### src/rtl/assert_macros.svh
// Assertion helpers shared by the RTL.
// Each macro takes a label, the clock, the reset, a condition and a consequence.
`ifndef ASSERT_MACROS_SVH
`define ASSERT_MACROS_SVH

`ifndef SYNTH

// Consequence holds in the same cycle as the condition
`define ASSERT_SAME(lbl, clk, rst, cond, cons) \
  lbl: assert property (@(posedge clk) disable iff (rst) (cond) |-> (cons)) \
    else $error("assertion failed: same-cycle check");

// Consequence holds in the cycle after the condition
`define ASSERT_NEXT(lbl, clk, rst, cond, cons) \
  lbl: assert property (@(posedge clk) disable iff (rst) (cond) |=> (cons)) \
    else $error("assertion failed: next-cycle check");

`else

`define ASSERT_SAME(lbl, clk, rst, cond, cons)
`define ASSERT_NEXT(lbl, clk, rst, cond, cons)

`endif

`endif

### src/rtl/ttc_pkg.sv
package ttc_pkg;

  // Field and register widths
  localparam int LEN_W    = 16;
  localparam int PERIOD_W = LEN_W + 1;
  localparam int REP_W    = 4;
  localparam int MODE_W   = 2;
  localparam int CFG_IDX_W  = 3;
  localparam int CFG_DATA_W = LEN_W;

  // Mode codes
  localparam logic [MODE_W-1:0] MODE_OFF      = 2'd0;
  localparam logic [MODE_W-1:0] MODE_STEADY   = 2'd1;
  localparam logic [MODE_W-1:0] MODE_RINGBACK = 2'd2;
  localparam logic [MODE_W-1:0] MODE_BUSY     = 2'd3;

  // Operation codes
  localparam logic OP_TICK    = 1'b0;
  localparam logic OP_REQUEST = 1'b1;

  // Register indexes
  localparam logic [CFG_IDX_W-1:0] REG_RB_ON    = 3'd0;
  localparam logic [CFG_IDX_W-1:0] REG_RB_OFF   = 3'd1;
  localparam logic [CFG_IDX_W-1:0] REG_BUSY_ON  = 3'd2;
  localparam logic [CFG_IDX_W-1:0] REG_BUSY_OFF = 3'd3;
  localparam logic [CFG_IDX_W-1:0] REG_BUSY_REP = 3'd4;

  // Register reset values
  localparam logic [LEN_W-1:0] RB_ON_RST    = 16'd1500;
  localparam logic [LEN_W-1:0] RB_OFF_RST   = 16'd1000;
  localparam logic [LEN_W-1:0] BUSY_ON_RST  = 16'd1000;
  localparam logic [LEN_W-1:0] BUSY_OFF_RST = 16'd500;
  localparam logic [REP_W-1:0] BUSY_REP_RST = 4'd3;

  typedef struct packed {
    logic [LEN_W-1:0] ringback_on_len;
    logic [LEN_W-1:0] ringback_off_len;
    logic [LEN_W-1:0] busy_on_len;
    logic [LEN_W-1:0] busy_off_len;
    logic [REP_W-1:0] busy_repeats;
  } cfg_t;

  typedef struct packed {
    logic              tone_on;
    logic [MODE_W-1:0] mode_now;
  } result_t;

endpackage

### src/rtl/ttc_cmd_if.sv
interface ttc_cmd_if;
  import ttc_pkg::*;

  logic              valid;
  logic              ready;
  logic              op;
  logic [MODE_W-1:0] new_mode;

  modport source (output valid, output op, output new_mode, input ready);
  modport sink   (input valid, input op, input new_mode, output ready);
endinterface

### src/rtl/ttc_res_if.sv
interface ttc_res_if;
  import ttc_pkg::*;

  logic              valid;
  logic              ready;
  logic              tone_on;
  logic [MODE_W-1:0] mode_now;

  modport source (output valid, output tone_on, output mode_now, input ready);
  modport sink   (input valid, input tone_on, input mode_now, output ready);
endinterface

### src/rtl/telephone_tone_cadence_top.sv
// Channel  Dir  Beat fields
// cmd      in   op, new_mode
// res      out  tone_on, mode_now
// cfg_*    in   cfg_we, cfg_index, cfg_data (write only)
//
// One command beat per cycle unless stalled; result in the cycle after.
// Throughput is set by the single output register: cmd.ready stays high
// while the result register is empty or being drained in the same cycle.
// Synchronous reset clears mode, cadence position, burst count and the
// output valid flag and restores the register defaults.
`include "assert_macros.svh"

module telephone_tone_cadence_top
  import ttc_pkg::*;
(
  input  logic                  clk,
  input  logic                  rst,
  ttc_cmd_if.sink               cmd,
  ttc_res_if.source             res,
  input  logic                  cfg_we,
  input  logic [CFG_IDX_W-1:0]  cfg_index,
  input  logic [CFG_DATA_W-1:0] cfg_data
);

  cfg_t    cfg;
  result_t res_next;
  result_t res_q;
  logic    res_valid;
  logic    cmd_fire;

  assign cmd.ready = !res_valid || res.ready;
  assign cmd_fire  = cmd.valid && cmd.ready;

  // Configuration registers
  always_ff @(posedge clk) begin
    if (rst) begin
      cfg.ringback_on_len  <= RB_ON_RST;
      cfg.ringback_off_len <= RB_OFF_RST;
      cfg.busy_on_len      <= BUSY_ON_RST;
      cfg.busy_off_len     <= BUSY_OFF_RST;
      cfg.busy_repeats     <= BUSY_REP_RST;
    end else if (cfg_we) begin
      case (cfg_index)
        REG_RB_ON:    cfg.ringback_on_len  <= cfg_data;
        REG_RB_OFF:   cfg.ringback_off_len <= cfg_data;
        REG_BUSY_ON:  cfg.busy_on_len      <= cfg_data;
        REG_BUSY_OFF: cfg.busy_off_len     <= cfg_data;
        REG_BUSY_REP: cfg.busy_repeats     <= cfg_data[REP_W-1:0];
        default: ;
      endcase
    end
  end

  ttc_engine u_engine (
    .clk      (clk),
    .rst      (rst),
    .step     (cmd_fire),
    .op       (cmd.op),
    .new_mode (cmd.new_mode),
    .cfg      (cfg),
    .res      (res_next)
  );

  // Result register
  always_ff @(posedge clk) begin
    if (rst) begin
      res_valid <= 1'b0;
    end else if (cmd_fire) begin
      res_valid <= 1'b1;
    end else if (res.ready) begin
      res_valid <= 1'b0;
    end
  end

  always_ff @(posedge clk) begin
    if (cmd_fire) begin
      res_q <= res_next;
    end
  end

  assign res.valid    = res_valid;
  assign res.tone_on  = res_q.tone_on;
  assign res.mode_now = res_q.mode_now;

  // Checks
  `ASSERT_NEXT(a_fire_gives_beat, clk, rst, cmd_fire, res.valid)
  `ASSERT_SAME(a_stall_only_when_full, clk, rst, !cmd.ready, res.valid && !res.ready)
  `ASSERT_SAME(a_off_is_silent, clk, rst, res.valid && res.mode_now == MODE_OFF, !res.tone_on)
  `ASSERT_SAME(a_busy_needs_repeats, clk, rst, res.valid && res.mode_now == MODE_BUSY, cfg.busy_repeats != '0)

endmodule

### src/rtl/ttc_engine.sv
module ttc_engine
  import ttc_pkg::*;
(
  input  logic              clk,
  input  logic              rst,
  input  logic              step,
  input  logic              op,
  input  logic [MODE_W-1:0] new_mode,
  input  cfg_t              cfg,
  output result_t           res
);

  logic [MODE_W-1:0]   cur_mode, cur_mode_next;
  logic [PERIOD_W-1:0] period_pos, period_pos_next;
  logic [REP_W-1:0]    bursts_done, bursts_done_next;

  logic [PERIOD_W-1:0] rb_period, busy_period, period;
  logic [PERIOD_W:0]   pos_inc;

  // Cadence periods, 17 bits so the sum never wraps
  assign rb_period   = {1'b0, cfg.ringback_on_len} + {1'b0, cfg.ringback_off_len};
  assign busy_period = {1'b0, cfg.busy_on_len} + {1'b0, cfg.busy_off_len};
  assign period      = (cur_mode == MODE_BUSY) ? busy_period : rb_period;
  assign pos_inc     = {1'b0, period_pos} + {{PERIOD_W{1'b0}}, 1'b1};

  // Next state for one beat
  always_comb begin
    cur_mode_next    = cur_mode;
    period_pos_next  = period_pos;
    bursts_done_next = bursts_done;

    if (op == OP_REQUEST) begin
      if (new_mode != cur_mode) begin
        cur_mode_next    = new_mode;
        period_pos_next  = '0;
        bursts_done_next = '0;
      end
    end else if (cur_mode == MODE_RINGBACK || cur_mode == MODE_BUSY) begin
      if (period == '0) begin
        period_pos_next = '0;
      end else if (pos_inc >= {1'b0, period}) begin
        period_pos_next = '0;
        if (cur_mode == MODE_BUSY) begin
          bursts_done_next = bursts_done + 1'b1;
        end
      end else begin
        period_pos_next = pos_inc[PERIOD_W-1:0];
      end
    end

    // Busy cadence runs out and falls back to off
    if (cur_mode_next == MODE_BUSY && bursts_done_next >= cfg.busy_repeats) begin
      cur_mode_next    = MODE_OFF;
      period_pos_next  = '0;
      bursts_done_next = '0;
    end
  end

  // Tone level from the updated state
  always_comb begin
    res.mode_now = cur_mode_next;
    case (cur_mode_next)
      MODE_STEADY:   res.tone_on = 1'b1;
      MODE_RINGBACK: res.tone_on = (period_pos_next <= {1'b0, cfg.ringback_on_len});
      MODE_BUSY:     res.tone_on = (period_pos_next <= {1'b0, cfg.busy_on_len});
      default:       res.tone_on = 1'b0;
    endcase
  end

  // State registers
  always_ff @(posedge clk) begin
    if (rst) begin
      cur_mode    <= MODE_OFF;
      period_pos  <= '0;
      bursts_done <= '0;
    end else if (step) begin
      cur_mode    <= cur_mode_next;
      period_pos  <= period_pos_next;
      bursts_done <= bursts_done_next;
    end
  end

endmodule

### src/flat_wrapper.sv
// flat-port wrapper written by rule: the top's interface ports become plain ports
module telephone_tone_cadence_top_flat import ttc_pkg::*;
  (clk, rst, cfg_we, cfg_index, cfg_data, cmd_valid, cmd_op, cmd_new_mode, cmd_ready, res_valid, res_tone_on, res_mode_now, res_ready);
  ttc_cmd_if cmd_i ();
  ttc_res_if res_i ();
  input  logic clk;
  input  logic rst;
  input  logic cfg_we;
  input  logic [CFG_IDX_W-1:0] cfg_index;
  input  logic [CFG_DATA_W-1:0] cfg_data;
  input wire logic [$bits(cmd_i.valid)-1:0] cmd_valid;
  input wire logic [$bits(cmd_i.op)-1:0] cmd_op;
  input wire logic [$bits(cmd_i.new_mode)-1:0] cmd_new_mode;
  output wire logic [$bits(cmd_i.ready)-1:0] cmd_ready;
  output wire logic [$bits(res_i.valid)-1:0] res_valid;
  output wire logic [$bits(res_i.tone_on)-1:0] res_tone_on;
  output wire logic [$bits(res_i.mode_now)-1:0] res_mode_now;
  input wire logic [$bits(res_i.ready)-1:0] res_ready;
  assign cmd_i.valid = cmd_valid;
  assign cmd_i.op = cmd_op;
  assign cmd_i.new_mode = cmd_new_mode;
  assign cmd_ready = cmd_i.ready;
  assign res_valid = res_i.valid;
  assign res_tone_on = res_i.tone_on;
  assign res_mode_now = res_i.mode_now;
  assign res_i.ready = res_ready;
  telephone_tone_cadence_top u_core (.clk(clk), .rst(rst), .cmd(cmd_i), .res(res_i), .cfg_we(cfg_we), .cfg_index(cfg_index), .cfg_data(cfg_data));
endmodule
### config.mk
export PLATFORM = sky130hd
export DESIGN_NAME = telephone_tone_cadence_top_flat
export DESIGN_NICKNAME = d
export VERILOG_FILES = /design/src/rtl/ttc_pkg.sv /design/src/rtl/ttc_cmd_if.sv /design/src/rtl/ttc_res_if.sv /design/src/rtl/telephone_tone_cadence_top.sv /design/src/rtl/ttc_engine.sv /design/src/flat_wrapper.sv
export VERILOG_INCLUDE_DIRS = /design/src /design/src/rtl
export SDC_FILE = /design/constraint.sdc
export NUM_CORES = 1
export LEC_CHECK = 0
export ABC_AREA = 1
export BUFFER_PORTS_ARGS = -buffer_cell sky130_fd_sc_hd__buf_2
export CAP_MARGIN = 30
export CELL_PAD_IN_SITES_DETAIL_PLACEMENT = 1
export CELL_PAD_IN_SITES_GLOBAL_PLACEMENT = 1
export CORE_UTILIZATION = 38
export CTS_CLUSTER_DIAMETER = 80
export DETAILED_ROUTE_END_ITERATION = 7
export PLACE_DENSITY_LB_ADDON = 0.1
export SYNTH_ARGS = -nofsm -noshare
export SYNTH_HDL_FRONTEND = slang
export SYNTH_SLANG_ARGS = --single-unit
### constraint.sdc
create_clock -name clk -period 6.3 [get_ports clk]
set_input_delay 1.26 -clock clk [delete_from_list [all_inputs] [get_ports clk]]
set_output_delay 1.26 -clock clk [all_outputs]
set_load 0.05 [all_outputs]
==> impl_metrics.env, run 1 <==
export IMPL_status="finished, final reports clean"
export IMPL_final_hold_viol_count=0
export IMPL_htreeDepth=3
export IMPL_fp_dieH_um=149
export IMPL_grt_pass1_wl_um=44500
export IMPL_crit_end="u_core.res.tone_on$_DFFE_PP_"
export IMPL_yosysWarnings=0
export IMPL_drc=0
export IMPL_antenna_found_initial=0
export IMPL_initial_core_util_pct=38.9
export IMPL_regArea_um2=1960
export IMPL_final_core_util_pct=47.1
export IMPL_fillCellCount=2800
export IMPL_path_depth=49
export IMPL_rsz0062_at_grt="yes"
export IMPL_grt_use_met2_pct=43.3
export IMPL_ctsRootBufferMaster="clkbuf_16"
export IMPL_yosys_cell_count_top_type="nand2_1"
export IMPL_async_flop_share_pct=0
export IMPL_power_switching_share_pct=36.5
export IMPL_fin_crit_sh_pct=96.1
export IMPL_relSlewSlack_pct=37.7
export IMPL_crit_buf_inv=8
export IMPL_wire_per_inst_um=17.7
export IMPL_die_w_um=149
export IMPL_final_cells=1610
export IMPL_clk_pin_slew_worst_paths_ns=0.08
export IMPL_seq_power_share_pct=36.2
export IMPL_placed_cell_area_um2=8930
export IMPL_cts_tree="built"
export IMPL_cp_common_cell="nand2_1"
export IMPL_multi_input_area_um2=5900
export IMPL_dp_cells=1585
export IMPL_pwr_share_comb_pct=31.0
export IMPL_detailed_place_hpwl_um=22100
export IMPL_p_int_w=0.00116
export IMPL_vdd_drop_max_v=0.000151
export IMPL_detail_route_antenna_nets=0
export IMPL_synth_ff_type="dfxtp_1"
export IMPL_cellPowerDensity_nw_per_um2=184
export IMPL_reg2reg_from="u_core.u_engine.period_pos[0]$_SDFFE_PP0P_"
export IMPL_netlist_area_leader_share_pct=22.5
export IMPL_n_antenna_cell=0
export IMPL_cp_data_required_time_ns=6.41
export IMPL_ys_ff_latch=95
export IMPL_seq_area_frac_synth_pct=23.6
export IMPL_max_freq_mhz=165
export IMPL_timing_rr_end="u_core.res.tone_on$_DFFE_PP_"
export IMPL_holdCritPathClass="reg -> reg"
export IMPL_grt_pass1_vias=8051
export IMPL_io_buffers=31
export IMPL_post_synth_top_area_cell="dfxtp_1"
export IMPL_io_pins=32
export IMPL_power_leakage_nw=4.91
export IMPL_slew_violations=0
export IMPL_p_clk_share_pct=32.8
export IMPL_skew_ns=0.0133
export IMPL_synthCells=1256
export IMPL_rows=53
export IMPL_first_pass_iters=5
export IMPL_overflow=0
export IMPL_cp_arrival_ns=6.17
export IMPL_layout_drive_gt1_share_pct=26.3
export IMPL_grt_max_degree=88
export IMPL_cts_made_buffers=9
export IMPL_layout_nets=1446
export IMPL_p_sw_w=0.000666
export IMPL_period_needed_ns=6.06
export IMPL_detail_route_iter0_violations=393
export IMPL_vias_per_cell=5.12
export IMPL_setup_viol=0
export IMPL_power_w=0.00182
export IMPL_worstMarginPinSlew_ns=0.934
export IMPL_path_class="reg -> reg"
export IMPL_met1_usage_pct=36.8
export IMPL_r2r_worst_path_cells=49
export IMPL_cp_slowest_stage_delay_ns=0.38
export IMPL_clock_path_buffers=2
export IMPL_final_area_um2=9930
export IMPL_crit_path_max_fanout=6
export IMPL_synth_area_um2=8200
export IMPL_grt_busiest_layer="met2"
export IMPL_hold_buffers=0
export IMPL_vias=8242
export IMPL_synth_nets=1372
export IMPL_syn_avg_cell_area_um2=6.53
export IMPL_clock_sinks=95
export IMPL_synth_edf_count=3
export IMPL_crit_family="simple AND/OR/NAND/NOR gates"
export IMPL_insertion_delay_ns=0.37
export IMPL_grt_usage_pct=26.2
export IMPL_synth_common_cells="306 x nand2_1, 185 x inv_1, 109 x nand3_1, 96 x nor2_1, 92 x dfxtp_1"
export IMPL_whs_ns=0.478
export IMPL_core_area_um2=21100
export IMPL_routabilityCongestion=0.834
export IMPL_endpoint_kind="register"
export IMPL_startpoint="u_core.u_engine.period_pos[0]$_SDFFE_PP0P_"
export IMPL_syn_to_final_growth_pct=21.1
export IMPL_grt_util_met3_pct=2.14
export IMPL_die_area_um2=22200
export IMPL_synth_cell_type_count=48
export IMPL_synth_area_leaders="dfxtp_1 22%, nand2_1 14%, ha_1 13%"
export IMPL_cap_violations=0
export IMPL_routed_wl_um=28600
export IMPL_startpoint_type="register"
export IMPL_rrSetupSlack_ns=0.24
export IMPL_slowest_stage="dfxtp_2"
## worst min-delay path by stage
stage | from | endpoint | slack, ns | depth (start not counted)
after floorplan | u_core.cfg[2]$_SDFFE_PP0P_ | u_core.cfg[2]$_SDFFE_PP0P_ | 0.44 | 2
after global placement | u_core.cfg[44]$_SDFFE_PP1P_ | u_core.cfg[44]$_SDFFE_PP1P_ | 0.46 | 2
after detailed placement | u_core.cfg[44]$_SDFFE_PP1P_ | u_core.cfg[44]$_SDFFE_PP1P_ | 0.46 | 2
after CTS | u_core.cfg[44]$_SDFFE_PP1P_ | u_core.cfg[44]$_SDFFE_PP1P_ | 0.48 | 2
after global routing | u_core.cfg[3]$_SDFFE_PP0P_ | u_core.cfg[3]$_SDFFE_PP0P_ | 0.50 | 2
final | u_core.cfg[44]$_SDFFE_PP1P_ | u_core.cfg[44]$_SDFFE_PP1P_ | 0.48 | 2
## final cells by class
| class | instances | area share [%] |
|---|---|---|
| Multi-Input combinational cell | 928 | 59.4 |
| Sequential cell | 95 | 19.7 |
| Inverter | 201 | 7.65 |
| Timing Repair Buffer | 95 | 6.71 |
| Tap cell | 275 | 3.47 |
| Clock buffer | 9 | 2.27 |
| Clock inverter | 7 | 0.781 |
## cell families after synthesis
group                      synth area share [%]
AOI/OAI and AO/OA                          15.0
xor gates and xnor gates                   1.60
adders and majority gates                  13.8
buffers and inverters                      11.7
DFF                                        23.6
and+or+nand+nor                            34.4
## what timing repair did
item | in CTS | in global routing
gates cloned | 0 | 1
gates resized for setup | 7 | 150
buffers inserted | 0 | 8
pin swaps | 1 | 43
setup endpoints to repair | 1 | 1
## routing by layer
layer  wire [um]  part of all wire (%)  vias to the layer above
met5           0                     0                        -
met4         426                   1.5                        0
met3         577                   2.0                       22
met2       13200                    46                       82
met1       14300                    50                     3927
li1            -                     -                     4211
## power by group through the flow
stage | combinational, W | sequential (W) | clock, W
after floorplan | 0.000335 | 0.000671 | 0
after global placement | 0.000486 | 0.000669 | 0
after detailed placement | 0.000498 | 0.000670 | 0
after CTS | 0.000502 | 0.000656 | 0.000612
after global routing | 0.000632 | 0.000664 | 0.000637
final | 0.000566 | 0.000660 | 0.000598
## state kept, by name, indices dropped and copies added (netlist names)
register / count
u_core.res.mode_now: 2
u_core.cfg: 68
u_core.u_engine.bursts_done: 4
u_core.res.tone_on: 1
u_core.u_engine.period_pos: 17
u_core.res.valid: 1
u_core.u_engine.cur_mode: 2
## cells in the final DEF, fill, tap and decap left out, types with 11 or more instances in the layout
master	n
nand2_1	277
inv_1	170
nand3_1	94
nor2_1	88
o21ai_0	79
a21oi_1	78
dfxtp_1	72
buf_4	62
nand2_2	57
ha_1	57
buf_2	31
nand3_2	26
a21oi_2	24
inv_2	23
ha_4	20
dfxtp_2	20
nand2_4	15
nand4_1	14
o211ai_1	14
nor2_2	13
xor2_1	11
## tightest hold or removal path, delay by kind of cell, from the launching register on
family / cells / cell delay (ns)
DFF: 1 / 0.34
and+or+nand+nor: 2 / 0.11
## metrics by stage
stage,worst slack [ns],setup TNS [ns]
global placement,-0.0235,-0.0235
floorplan,0.623,0
global route,-0.156,-0.156
detailed placement,-0.129,-0.129
finish,0.244,0
CTS,0.0204,0
Note: power is estimated with default switching activity, not from simulation.
==> inputs of run 2 (changes only) <==
--- a/config.mk
+++ b/config.mk
@@ -17,4 +17,5 @@
 export PLACE_DENSITY_LB_ADDON = 0.1
 export SYNTH_ARGS = -nofsm -noshare
 export SYNTH_HDL_FRONTEND = slang
+export SYNTH_HIERARCHICAL = 1
 export SYNTH_SLANG_ARGS = --single-unit
==> impl_metrics.env, run 2 <==
export IMPL_first_pass_iters=5
export IMPL_placed_cell_area_um2=9400
export IMPL_final_hold_viol_count=0
export IMPL_ctsRootBufferMaster="clkbuf_16"
export IMPL_rrSetupSlack_ns=0.005
export IMPL_clock_sinks=95
export IMPL_grt_usage_pct=28.6
export IMPL_netlist_area_leader_share_pct=22.1
export IMPL_synth_area_leaders="dfxtp_1 22%, nand2_1 17%, ha_1 13%"
export IMPL_vias_per_cell=5.27
export IMPL_synth_edf_count=3
export IMPL_initial_core_util_pct=39.1
export IMPL_post_synth_top_area_cell="dfxtp_1"
export IMPL_setup_viol=0
export IMPL_dp_slack_ns=-0.302
export IMPL_tns_ns=0
export IMPL_grt_pass1_vias=8868
export IMPL_startpoint_type="register"
export IMPL_synth_nets=1472
export IMPL_routabilityCongestion=0.907
export IMPL_skew_ns=0.0108
export IMPL_cap_violations=0
export IMPL_clk_pin_slew_worst_paths_ns=0.07
export IMPL_path_class="reg -> reg"
export IMPL_n_antenna_cell=0
export IMPL_largest_reg_flops=68
export IMPL_period_needed_ns=6.30
export IMPL_die_area_um2=22500
export IMPL_syn_avg_cell_area_um2=6.14
export IMPL_synthCells=1356
export IMPL_antenna_found_initial=0
export IMPL_worstMarginPinSlew_ns=0.815
export IMPL_cp_data_required_time_ns=6.53
export IMPL_relSlewSlack_pct=45.6
export IMPL_cp_arrival_ns=6.53
export IMPL_cp_slowest_stage_delay_ns=0.37
export IMPL_holdPathStages=2
export IMPL_startpoint="u_core/u_engine/period_pos[1]$_SDFFE_PP0P_"
export IMPL_detailed_place_hpwl_um=25100
export IMPL_yosysWarnings=6
export IMPL_top_regs="u_core/cfg: 68 flops, u_core/u_engine/period_pos: 17 flops, u_core/u_engine/bursts_done: 4 flops"
export IMPL_synth_common_cells="378 x nand2_1, 217 x inv_1, 169 x nand3_1, 132 x nor2_1, 92 x dfxtp_1"
export IMPL_top_register="u_core/cfg"
export IMPL_crit_path_max_fanout=7
export IMPL_rsz0062_at_grt="yes"
export IMPL_synth_area_um2=8330
export IMPL_power_w=0.00183
export IMPL_wire_per_inst_um=18.4
export IMPL_final_area_um2=10300
export IMPL_endpoint_kind="register"
export IMPL_yosys_cell_count_top_type="nand2_1"
export IMPL_layout_nets=1595
export IMPL_io_pins=32
export IMPL_routed_wl_um=32300
export IMPL_core_area_um2=21300
export IMPL_final_common_cell="nand2_1"
export IMPL_seq_area_frac_synth_pct=23.2
export IMPL_mostFrequentLayoutCells="357 x nand2_1, 203 x inv_1, 165 x nand3_1"
export IMPL_dp_cells=1730
export IMPL_synth_cell_type_count=44
export IMPL_final_cells=1758
export IMPL_max_freq_mhz=159
export IMPL_reg2reg_from="u_core/u_engine/period_pos[1]$_SDFFE_PP0P_"
export IMPL_insertion_delay_ns=0.36
export IMPL_htreeDepth=3
export IMPL_status="finished, final reports clean"
export IMPL_vias=9268
export IMPL_holdCritPathClass="reg -> reg"
export IMPL_detail_route_iter0_violations=544
export IMPL_slowest_stage="dfxtp_4"
export IMPL_fp_dieH_um=150
export IMPL_overflow=0
export IMPL_setup_ws_ns=0.00491
export IMPL_slew_violations=0
export IMPL_vdd_drop_max_v=0.0000952
export IMPL_syn_to_final_growth_pct=24.0
export IMPL_grt_max_degree=69
export IMPL_die_w_um=150
export IMPL_synth_ff_type="dfxtp_1"
export IMPL_crit_end="u_core/res.tone_on$_DFFE_PP_"
export IMPL_drc=0
export IMPL_cts_tree="built"
export IMPL_ys_ff_latch=95
export IMPL_grt_pass1_wl_um=48900
export IMPL_layout_drive_gt1_share_pct=21.0
export IMPL_power_leakage_nw=5.33
export IMPL_r2r_worst_path_cells=49
export IMPL_fin_crit_sh_pct=99.9
export IMPL_rows=53
export IMPL_cellPowerDensity_nw_per_um2=177
export IMPL_hold_buffers=0
export IMPL_clock_path_buffers=2
export IMPL_timing_rr_end="u_core/res.tone_on$_DFFE_PP_"
export IMPL_detail_route_antenna_nets=0
export IMPL_io_buffers=31
export IMPL_cp_common_cell="nand2_1"
export IMPL_cts_made_buffers=9
export IMPL_async_flop_share_pct=0
-- run 2: cell types whose count changed after synthesis, moves of 11 or more --
cell,before,now
nand2_2,30,5
o21ai_0,83,58
nand2_4,13,2
a21oi_2,14,1
nand2_1,306,378
nor2_1,96,132
o211ai_1,14,0
inv_1,185,217
nand3_1,109,169
-- run 2: kinds of logic (layout without fill, tap and decap cells) --
kind of cell | after synthesis | in the layout | share of synthesized area [%]
XOR/XNOR | 17 | 17 | 1.79
buffers and inverters | 259 | 385 | 12.6
AND/OR/NAND/NOR | 736 | 737 | 38.7
flip-flops | 95 | 95 | 23.2
AO/OA/AOI/OAI | 160 | 160 | 10.1
adder cells (fa/ha/maj) | 89 | 89 | 13.5
-- run 2: how the worst min path moves through the flow --
| stage | startpoint | to | slack [ns] |
|---|---|---|---|
| 5_1_grt | u_core/cfg[1]$_SDFFE_PP1P_ | u_core/cfg[1]$_SDFFE_PP1P_ | 0.50 |
| 3_3_place_gp | u_core/cfg[1]$_SDFFE_PP1P_ | u_core/cfg[1]$_SDFFE_PP1P_ | 0.45 |
| 4_1_cts | u_core/cfg[1]$_SDFFE_PP1P_ | u_core/cfg[1]$_SDFFE_PP1P_ | 0.48 |
| 3_5_place_dp | u_core/cfg[1]$_SDFFE_PP1P_ | u_core/cfg[1]$_SDFFE_PP1P_ | 0.46 |
| 6_report | u_core/cfg[1]$_SDFFE_PP1P_ | u_core/cfg[1]$_SDFFE_PP1P_ | 0.47 |
| 2_1_floorplan | u_core/cfg[1]$_SDFFE_PP1P_ | u_core/cfg[1]$_SDFFE_PP1P_ | 0.43 |
-- run 2: power breakdown --
part / switching [W] / internal (W)
combinational: 0.000376 / 0.000217
clock: 0.000259 / 0.000321
sequential: 0.0000257 / 0.000632
-- run 2: layer usage --
| metal | routed length, um | track usage, % | vias to the layer above |
|---|---|---|---|
| met5 | 0 | 0 | - |
| li1 | - | - | 4585 |
| met4 | 483 | 5.91 | 0 |
| met3 | 1300 | 2.53 | 26 |
| met1 | 15600 | 40.9 | 4471 |
| met2 | 14900 | 46.3 | 186 |
-- run 2: cell type report --
class | instances | area [um^2]
Inverter | 225 | 850
Clock buffer | 10 | 239
Clock inverter | 5 | 62.6
Multi-Input combinational cell | 1003 | 5880
Timing Repair Buffer | 145 | 1010
Sequential cell | 95 | 1950
Tap cell | 275 | 344
Fill cell | 2856 | 11000
-- run 2: critical path: cells and delay by family, from the launching register on --
| kind | cells | cell delay, ns |
|---|---|---|
| XOR/XNOR | 1 | 0.22 |
| flip-flops | 1 | 0.37 |
| adder cells (fa/ha/maj) | 4 | 0.85 |
| AND/OR/NAND/NOR | 30 | 2.88 |
| AO/OA/AOI/OAI | 11 | 1.54 |
| buffers and inverters | 3 | 0.26 |
-- run 2: through the flow --
stage	hold WS (ns)	utilization [%]
after global placement	0.447	44.1
after floorplan	0.429	-
after global routing	0.503	48.5
after CTS	0.476	46.0
after detailed placement	0.458	44.1
final	0.471	48.5
-- run 2: what timing repair did --
| item | 4_1_cts | 5_1_grt |
|---|---|---|
| resized for setup | 25 | 110 |
| endpoints found under the hold margin | 0 | 0 |
| pin swaps | 6 | 42 |
| setup buffers | 4 | 9 |
| endpoints found under the setup margin | 1 | 1 |
| gates cloned | 1 | 0 |
==> inputs of run 3 (changes only) <==
==> constraint.sdc (replaced) <==
create_clock -name clk -period 7.4 [get_ports clk]
set_input_delay 1.48 -clock clk [delete_from_list [all_inputs] [get_ports clk]]
set_output_delay 1.48 -clock clk [all_outputs]
set_load 0.05 [all_outputs]
==> impl_metrics.env, run 3 (synthesized netlist as in run 2, its figures left out) <==
export IMPL_tns_ns=0
export IMPL_max_freq_mhz=147
export IMPL_rows=53
export IMPL_vdd_drop_max_v=0.000138
export IMPL_crit_family="simple AND/OR/NAND/NOR gates"
export IMPL_die_area_um2=22500
export IMPL_clock_sinks=95
export IMPL_overflow=0
export IMPL_htreeDepth=3
export IMPL_grt_usage_pct=27.1
export IMPL_cts_made_buffers=9
export IMPL_cp_arrival_ns=6.91
export IMPL_cp_data_required_time_ns=7.50
export IMPL_vias=8601
export IMPL_cp_slowest_stage_delay_ns=0.41
export IMPL_final_common_cell="nand2_1"
export IMPL_layout_drive_gt1_share_pct=7.09
export IMPL_mostFrequentLayoutCells="378 x nand2_1, 216 x inv_1, 169 x nand3_1"
export IMPL_startpoint_type="register"
export IMPL_detail_route_antenna_nets=0
export IMPL_wire_per_inst_um=17.7
export IMPL_fin_crit_sh_pct=92.0
export IMPL_detailed_place_hpwl_um=23300
export IMPL_slew_violations=0
export IMPL_layout_nets=1493
export IMPL_io_buffers=31
export IMPL_placed_cell_area_um2=8690
export IMPL_grt_max_degree=69
export IMPL_ctsRootBufferMaster="clkbuf_16"
export IMPL_slowest_stage="dfxtp_1"
export IMPL_vias_per_cell=5.19
export IMPL_worstMarginPinSlew_ns=0.818
export IMPL_first_pass_iters=5
export IMPL_clk_pin_slew_worst_paths_ns=0.07
export IMPL_setup_viol=0
export IMPL_cts_tree="built"
export IMPL_grt_pass1_wl_um=46100
export IMPL_routed_wl_um=29400
export IMPL_cap_violations=0
export IMPL_die_w_um=150
export IMPL_power_leakage_nw=4.82
export IMPL_skew_ns=0.0104
export IMPL_syn_to_final_growth_pct=8.77
export IMPL_routabilityCongestion=0.871
export IMPL_drc=0
export IMPL_holdCritPathClass="reg -> reg"
export IMPL_initial_core_util_pct=39.1
export IMPL_detail_route_iter0_violations=523
export IMPL_insertion_delay_ns=0.35
export IMPL_path_class="reg -> reg"
export IMPL_clock_path_buffers=2
export IMPL_grt_pass1_vias=8177
export IMPL_relSlewSlack_pct=45.4
export IMPL_crit_buf_inv=6
export IMPL_rsz0062_at_grt="no"
export IMPL_final_area_um2=9060
export IMPL_n_antenna_cell=0
export IMPL_fp_dieH_um=150
export IMPL_final_core_util_pct=42.6
export IMPL_top_register="u_core/cfg"
export IMPL_period_needed_ns=6.81
export IMPL_status="finished, final reports clean"
export IMPL_cellPowerDensity_nw_per_um2=165
export IMPL_final_hold_viol_count=0
export IMPL_hold_buffers=0
export IMPL_largest_reg_flops=68
export IMPL_endpoint_kind="register"
export IMPL_core_area_um2=21300
export IMPL_crit_path_max_fanout=9
export IMPL_top_regs="u_core/cfg: 68 flops, u_core/u_engine/period_pos: 17 flops, u_core/u_engine/bursts_done: 4 flops"
export IMPL_io_pins=32
export IMPL_antenna_found_initial=0
export IMPL_rrSetupSlack_ns=0.59
export IMPL_cp_common_cell="nand2_1"
## run 3: cell count changes in the layout (fill, tap and decap cells not counted), sizes merged
cell    change
buf       -102
bufinv      +1
clkinv      +3
inv         -3
## run 3: per-stage QoR
step	cells	worst slack, ns	hold WS, ns	power, W
global route	1657	0.00693	0.506	0.00158
CTS	1652	0.430	0.473	0.00151
detailed placement	1636	0.471	0.454	0.000978
floorplan	1356	1.66	0.429	0.000849
finish	1657	0.591	0.469	0.00150
global placement	1636	0.584	0.449	0.000969
## run 3: cell type report
type / instances / area (um^2)
clock buffers: 10 / 239
clock inverters: 6 / 91.3
fillers: 2919 / 12200
inverters: 225 / 847
multi-input cells: 1003 / 5360
flip-flops and latches: 95 / 1930
well taps: 275 / 344
repair buffers: 43 / 245
## run 3: path summary, 6_finish.rpt
check,startpoint,to,cells past startpoint
hold reg to reg,u_core/cfg[1]$_SDFFE_PP1P_,u_core/cfg[1]$_SDFFE_PP1P_,2
setup reg to reg,u_core/cfg[20]$_SDFFE_PP0P_,u_core/res.tone_on$_DFFE_PP_,48
setup / recovery,u_core/cfg[20]$_SDFFE_PP0P_,u_core/res.tone_on$_DFFE_PP_,48
hold / removal,u_core/cfg[1]$_SDFFE_PP1P_,u_core/cfg[1]$_SDFFE_PP1P_,2
## run 3: timing repair
action | in CTS | in global routing
setup endpoints to repair | 0 | 1
gates resized for setup | 0 | 3
setup buffers | 0 | 4
## run 3: metal layers
| metal | GRT usage, % | up-vias | part of all wire [%] |
|---|---|---|---|
| met1 | 39.9 | 4054 | 52 |
| met2 | 42.1 | 142 | 43 |
| met3 | 1.92 | 25 | 3.1 |
| met4 | 7.32 | 0 | 1.9 |
| li1 | - | 4380 | - |
| met5 | 0 | - | 0 |
## run 3: worst register-to-register path: cells and delay by family, from the launching register on
kind	cells	cell delay (ns)
buffers and inverters	6	0.55
DFF	1	0.41
AOI/OAI and AO/OA	13	1.81
and+or+nand+nor	24	2.40
adders and majority gates	5	1.41
## run 3: where the power goes
| part | internal (W) | switching, W | leakage (nW) |
|---|---|---|---|
| registers | 0.000538 | 0.0000238 | 0.781 |
| clock network | 0.000308 | 0.000220 | 0.163 |
| logic | 0.000128 | 0.000281 | 3.88 |
| total | 0.000973 | 0.000524 | 4.82 |
